<file path="src/hdl/tks_pkg.sv">
// Shared types and constants for the top-k score table.
package tks_pkg;

    localparam int CAPACITY = 10;
    localparam int CNT_W    = $clog2(CAPACITY + 1);

    // Field widths of one record
    localparam int SCORE_W = 31;
    localparam int WAVE_W  = 16;
    localparam int KILLS_W = 16;
    localparam int TAG_W   = 8;
    localparam int TIME_W  = 32;
    localparam int IDX_W   = 4;
    localparam int POS_W   = 4;
    localparam int COUNT_W = 4;

    // Command codes carried in tuser
    localparam logic CMD_INSERT = 1'b0;
    localparam logic CMD_READ   = 1'b1;

    typedef struct packed {
        logic [TIME_W-1:0]  stamp;
        logic [TAG_W-1:0]   tag;
        logic [KILLS_W-1:0] kills;
        logic [WAVE_W-1:0]  wave;
        logic [SCORE_W-1:0] score;
    } rec_t;

    // What one cell hands to the next one down the row
    typedef struct packed {
        logic valid;
        logic hit;
        rec_t rec;
    } link_t;

endpackage

</file>
<file path="src/hdl/tks_cell.sv">
// One rank of the sorted table: holds a record and shifts or loads on insert.
module tks_cell (
    input  logic          aclk,
    input  logic          aresetn,
    input  logic          ins_en,
    input  tks_pkg::rec_t new_rec,
    input  tks_pkg::link_t prev,
    output tks_pkg::link_t own
);
    import tks_pkg::*;

    logic valid_reg;
    logic valid_next;
    rec_t rec_reg;
    rec_t rec_next;
    logic hit;
    logic take_new;
    logic take_prev;

    // New record belongs here or above: slot empty or new score strictly higher
    assign hit       = !valid_reg || (new_rec.score > rec_reg.score);
    assign take_new  = ins_en && hit && !prev.hit;
    assign take_prev = ins_en && hit && prev.hit;

    // Load the new record, shift the neighbour's down, or hold
    always_comb begin
        valid_next = valid_reg;
        rec_next   = rec_reg;
        if (take_new) begin
            valid_next = 1'b1;
            rec_next   = new_rec;
        end else if (take_prev) begin
            valid_next = prev.valid;
            rec_next   = prev.rec;
        end
    end

    always_ff @(posedge aclk) begin
        if (!aresetn) begin
            valid_reg <= 1'b0;
        end else begin
            valid_reg <= valid_next;
        end
    end

    always_ff @(posedge aclk) begin
        rec_reg <= rec_next;
    end

    assign own.valid = valid_reg;
    assign own.hit   = hit;
    assign own.rec   = rec_reg;

endmodule

</file>
<file path="src/hdl/top_k_score_table_unit.sv">
// Top-k score table: a row of rank cells kept in descending score order.
// The accepted beat is captured with exec_reg set; the result beat is then registered
// into out_data_reg and out_valid_reg.
// Only one beat is in flight: the next is taken once the result beat has left.
// An insert loads or shifts the affected ranks of the cell row together; a read selects one rank.
// Reset (aresetn low, synchronous) empties the table and drops any beat in flight.
module top_k_score_table_unit (
    input  logic          aclk,
    input  logic          aresetn,
    input  logic          s_axis_tvalid,
    output logic          s_axis_tready,
    // score[30:0], wave[46:31], kills[62:47], player_tag[70:63],
    // timestamp[102:71], read_index[106:103], zero[111:107]
    input  logic [111:0]  s_axis_tdata,
    // command[0]
    input  logic [0:0]    s_axis_tuser,
    output logic          m_axis_tvalid,
    input  logic          m_axis_tready,
    // accepted[0], position[4:1], entry_count[8:5], entry_valid[9],
    // entry_score[40:10], entry_wave[56:41], entry_kills[72:57], entry_tag[80:73],
    // entry_timestamp[112:81], zero[119:113]
    output logic [119:0]  m_axis_tdata
);
    import tks_pkg::*;

    logic                 busy_reg;
    logic                 busy_next;
    logic                 exec_reg;
    logic                 exec_next;
    logic                 cmd_reg;
    rec_t                 in_rec_reg;
    logic [IDX_W-1:0]     ridx_reg;
    logic [CNT_W-1:0]     cnt_reg;
    logic [CNT_W-1:0]     cnt_next;
    logic                 out_valid_reg;
    logic                 out_valid_next;
    logic [119:0]         out_data_reg;
    logic [119:0]         out_data_next;

    logic                 s_beat;
    logic                 m_beat;
    logic                 ins_en;
    link_t                links [CAPACITY+1];
    logic                 any_hit;
    logic [POS_W-1:0]     ins_pos;
    logic                 rd_valid;
    rec_t                 rd_rec;

    assign s_beat = s_axis_tvalid && s_axis_tready;
    assign m_beat = m_axis_tvalid && m_axis_tready;
    assign s_axis_tready = !busy_reg;
    assign m_axis_tvalid = out_valid_reg;
    assign m_axis_tdata  = out_data_reg;

    // Capture the input beat
    always_ff @(posedge aclk) begin
        if (s_beat) begin
            cmd_reg    <= s_axis_tuser[0];
            in_rec_reg <= s_axis_tdata[102:0];
            ridx_reg   <= s_axis_tdata[106:103];
        end
    end

    assign ins_en = exec_reg && (cmd_reg == CMD_INSERT);

    // Row of rank cells, rank 0 at the head
    assign links[0] = '0;
    for (genvar g = 0; g < CAPACITY; g++) begin : g_cell
        tks_cell u_cell (
            .aclk    (aclk),
            .aresetn (aresetn),
            .ins_en  (ins_en),
            .new_rec (in_rec_reg),
            .prev    (links[g]),
            .own     (links[g+1])
        );
    end

    // Find the insert rank and select the read rank
    always_comb begin
        any_hit  = 1'b0;
        ins_pos  = '0;
        rd_valid = (CNT_W'(ridx_reg) < cnt_reg) && (int'(ridx_reg) < CAPACITY);
        rd_rec   = '0;
        for (int i = CAPACITY - 1; i >= 0; i--) begin
            if (links[i+1].hit) begin
                any_hit = 1'b1;
                ins_pos = POS_W'(i);
            end
        end
        for (int i = 0; i < CAPACITY; i++) begin
            if (rd_valid && (int'(ridx_reg) == i)) begin
                rd_rec = links[i+1].rec;
            end
        end
    end

    // Advance the control: busy from accept until the result beat leaves
    always_comb begin
        busy_next      = busy_reg;
        exec_next      = 1'b0;
        cnt_next       = cnt_reg;
        out_valid_next = out_valid_reg;
        out_data_next  = out_data_reg;
        if (s_beat) begin
            busy_next = 1'b1;
            exec_next = 1'b1;
        end
        if (m_beat) begin
            out_valid_next = 1'b0;
            busy_next      = 1'b0;
        end
        if (exec_reg) begin
            out_valid_next = 1'b1;
            out_data_next  = '0;
            if (cmd_reg == CMD_INSERT) begin
                if (any_hit) begin
                    if (cnt_reg < CNT_W'(CAPACITY)) begin
                        cnt_next = cnt_reg + 1'b1;
                    end
                    out_data_next[0]   = 1'b1;
                    out_data_next[4:1] = ins_pos;
                end
                out_data_next[8:5] = COUNT_W'(cnt_next);
            end else begin
                out_data_next[8:5]    = COUNT_W'(cnt_reg);
                out_data_next[9]      = rd_valid;
                out_data_next[112:10] = rd_rec;
            end
        end
    end

    always_ff @(posedge aclk) begin
        if (!aresetn) begin
            busy_reg      <= 1'b0;
            exec_reg      <= 1'b0;
            cnt_reg       <= '0;
            out_valid_reg <= 1'b0;
        end else begin
            busy_reg      <= busy_next;
            exec_reg      <= exec_next;
            cnt_reg       <= cnt_next;
            out_valid_reg <= out_valid_next;
        end
    end

    always_ff @(posedge aclk) begin
        out_data_reg <= out_data_next;
    end

    // Checks on the control and table state
    a_cnt_bound: assert property (@(posedge aclk) disable iff (!aresetn)
        cnt_reg <= CNT_W'(CAPACITY))
        else $error("entry count beyond capacity");

    a_out_busy: assert property (@(posedge aclk) disable iff (!aresetn)
        out_valid_reg |-> busy_reg)
        else $error("result beat without an item in flight");

    a_reject_hold: assert property (@(posedge aclk) disable iff (!aresetn)
        (ins_en && !any_hit) |=> $stable(cnt_reg))
        else $error("rejected insert changed the entry count");

    a_pos_in_table: assert property (@(posedge aclk) disable iff (!aresetn)
        (out_valid_reg && out_data_reg[0]) |->
            (CNT_W'(out_data_reg[4:1]) < cnt_reg))
        else $error("insert rank outside the table");

    a_one_exec: assert property (@(posedge aclk) disable iff (!aresetn)
        exec_reg |-> !out_valid_reg)
        else $error("item executed while a result is pending");

endmodule
</file>
<file path="config.mk">
export PLATFORM = sky130hd
export DESIGN_NAME = top_k_score_table_unit
export DESIGN_NICKNAME = d
export VERILOG_FILES = /design/src/hdl/tks_pkg.sv /design/src/hdl/tks_cell.sv /design/src/hdl/top_k_score_table_unit.sv
export SDC_FILE = /design/constraint.sdc
export NUM_CORES = 2
export LEC_CHECK = 0
export BUFFER_PORTS_ARGS = -buffer_cell sky130_fd_sc_hd__buf_4
export CORE_MARGIN = 3
export CORE_UTILIZATION = 50
export DETAILED_ROUTE_END_ITERATION = 8
export PLACE_DENSITY = 0.76
export SLEW_MARGIN = 20
export SYNTH_ARGS = -nofsm -noshare
export SYNTH_HDL_FRONTEND = slang
export SYNTH_SLANG_ARGS = --single-unit
</file>
<file path="constraint.sdc">
create_clock -name aclk -period 9.6 [get_ports aclk]
set_input_delay 0.96 -clock aclk [delete_from_list [all_inputs] [get_ports aclk]]
set_output_delay 0.96 -clock aclk [all_outputs]
set_load 0.02 [all_outputs]
</file>
==> flow_summary.json <==
{
  "drc": 0,
  "grt_use_total_pct": 28.0,
  "clk_pin_slew_ns": 0.06,
  "postCtsSetupBuffers": 0,
  "cts_max_level": 4,
  "cts_resized": 0,
  "critPathBufInv": 2,
  "synth_common_cells": "edfxtp_1, mux2_2, a21oi_1",
  "status": "completed",
  "max_cap_violations": 0,
  "cts_tree": "yes",
  "synth_cell_types": 72,
  "hold_path.class": "input port to flip-flop",
  "ys_warn_count": 0,
  "fin_crit_ns": 6.04,
  "die_h_microns": 365,
  "ctsHoldBuffers": 0,
  "synth_cells": 4847,
  "syn_area_per_cell_sq_um": 13.3,
  "grt_overflow": 0,
  "numPortBuffers": 226,
  "dp_hpwl_mm": 112,
  "routed_wl_mm": 191,
  "via_per_inst": 6.56,
  "synth_top_area_share_pct": 58.2,
  "path_cells": "ha_1 -> nand4_1 -> nor4_1 -> a21boi_0 -> o21ai_1 -> nor2_4 -> buf_12 -> and2_4 -> buf_4 -> mux2_2",
  "setup_viol": 0,
  "slew_violations": 0,
  "clk_latency_ns": 0.80,
  "crit_path_end_kind": "flip-flop",
  "cts_sinks": 1268,
  "dieWidth_microns": 365,
  "power.total_w": 0.0125,
  "numCtsBuffers": 140,
  "crit_path_max_incr_delay_ns": 0.85,
  "fmax_mhz": 165,
  "finalHoldViolations": 0,
  "first_pass_iters": 9,
  "synth_area_sq_um": 64600,
  "cts-root-buf": "clkbuf_16",
  "drt-initial-drc-count": 6182,
  "critPathKind": "flip-flop to flip-flop",
  "drive_above_1_share_pct": 26.8,
  "first_global_vias": 44100,
  "slowest_stage": "nor4_1",
  "leakagePower_nw": 26.1,
  "ir_drop_uv": 195,
  "largest_reg_flops": 1030,
  "rsz0062_at_grt": "no",
  "tns_ns": 0,
  "crit_family": "simple AND/OR/NAND/NOR gates",
  "core_area_sq_um": 128000,
  "vias": 44500,
  "post-route-period-util_pct": 63.0,
  "final_nets": 5431,
  "num_rows": 131,
  "tightest_slew_ns": 1.16,
  "synth_area_leaders": "edfxtp_1, mux2_2, ha_1",
  "yosysTopAreaCell": "edfxtp_1",
  "start_kind": "flip-flop",
  "antenna_found_initial": 3,
  "seq_area_frac_synth_pct": 58.7,
  "antenna_left": 0,
  "crit_required_ns": 10.12,
  "ios": 239,
  "cts_max_path_buffers": 3,
  "place_ws_ns": 3.70,
  "layout_setup_ws_ns": 3.56,
  "powerDensity_nw_per_um2": 173,
  "crit_arrival_ns": 6.57,
  "synthFlopType": "edfxtp_1",
  "timing.critical_path.fanout_max": 104,
  "place.gp.congestion": 0.920,
  "yosysMostFrequentCell": "edfxtp_1",
  "grt_pass1_wl_mm": 279,
  "grt_max_degree": 169,
  "die-area_sq_um": 133000,
  "synth-async-reset-ratio_pct": 0,
  "initial_utilization_pct": 50.5,
  "ff2ff_setup_slack_ns": 3.56,
  "synth-edff-count": 1251,
  "syn2layout_area_growth_pct": 12.3,
  "ys_ff_latch": 1268,
  "final.setup_skew_ns": 0.0486,
  "slew_headroom_pct": 22.4,
  "wire_per_inst_microns": 28.1
}
==> per-stage QoR <==
step | util [%] | std cells | area, sq um | hold slack (ns)
5_1_grt | 56.7 | 6773 | 72500 | 0.314
4_1_cts | 56.6 | 6770 | 72400 | 0.293
3_5_place_dp | 53.1 | 6517 | 67900 | 0.518
6_report | 56.7 | 6776 | 72500 | 0.335
3_3_place_gp | 53.1 | 6517 | 67900 | 0.500
2_1_floorplan | - | 4853 | 64600 | 0.459
==> routing by layer <==
layer | up-vias | share of wire (%) | GRT usage (%)
met5 | - | 0 | 0
met4 | 0 | 4.7 | 12.7
met3 | 515 | 12 | 5.47
met2 | 3003 | 46 | 44.1
met1 | 21800 | 38 | 37.7
li1 | 19100 | - | -
==> cell type report <==
type | count | area (sq um)
sequential | 1268 | 37900
fill | 10100 | 55400
inverter | 323 | 1210
timing repair buffer | 330 | 2630
tap | 1662 | 2080
clock buffer | 172 | 3630
multi-input combinational | 2937 | 24200
antenna | 3 | 7.51
clock inverter | 81 | 813
==> worst register-to-register path, delay by kind of cell, from the launching register on <==
family | cells | cell delay, ns
AND/OR/NAND/NOR | 4 | 2.05
buffers and inverters | 2 | 1.40
flip-flops | 1 | 0.75
AO/OA/AOI/OAI | 2 | 0.65
adder cells (fa/ha/maj) | 1 | 0.49
multiplexers | 1 | 0.46
==> report_power, final <==
| part | leakage (nW) | internal, W | switching, W |
|---|---|---|---|
| sequential | 11.6 | 0.00625 | 0.000125 |
| clock | 2.15 | 0.00297 | 0.00233 |
| combinational | 12.3 | 0.000307 | 0.000553 |
| total | 26.1 | 0.00952 | 0.00300 |
==> cells in the final DEF, fill, tap and decap left out, types with 23 or more instances in the layout <==
master	count
edfxtp_1	1251
mux2_2	731
a21oi_1	334
inv_1	321
buf_4	320
ha_1	314
o21ai_0	297
nand2_1	280
clkbuf_16	140
nor2_1	113
a22oi_1	102
a222oi_1	82
a31oi_1	70
nand4_1	66
a221oi_1	49
o211a_1	45
a21o_1	41
nand3_1	37
o221a_2	31
clkinv_1	31
clkbuf_1	31
mux2i_1	29
a211oi_1	28
o22ai_1	27
mux4_2	23
==> final timing paths <==
check	start	to	depth (start not counted)
max	in_rec_reg[30]$_DFFE_PP_	g_cell[3].u_cell.own[0]$_DFFE_PP_	10
min	s_axis_tdata[62]	in_rec_reg[62]$_DFFE_PP_	1
max reg2reg	in_rec_reg[30]$_DFFE_PP_	g_cell[3].u_cell.own[0]$_DFFE_PP_	10
min reg2reg	m_axis_tvalid$_SDFFE_PN0P_	busy_reg$_SDFFE_PP0P_	2
==> kinds of logic after synthesis <==
group | Yosys count | share of synthesized area (%)
flip-flops | 1268 | 58.7
AO/OA/AOI/OAI | 1197 | 12.3
multiplexers | 801 | 14.4
buffers and inverters | 648 | 4.17
AND/OR/NAND/NOR | 617 | 4.39
adder cells (fa/ha/maj) | 314 | 6.09
other | 1 | 0.00581
XOR/XNOR | 1 | 0.0136
(Power assumes the default switching activity.)
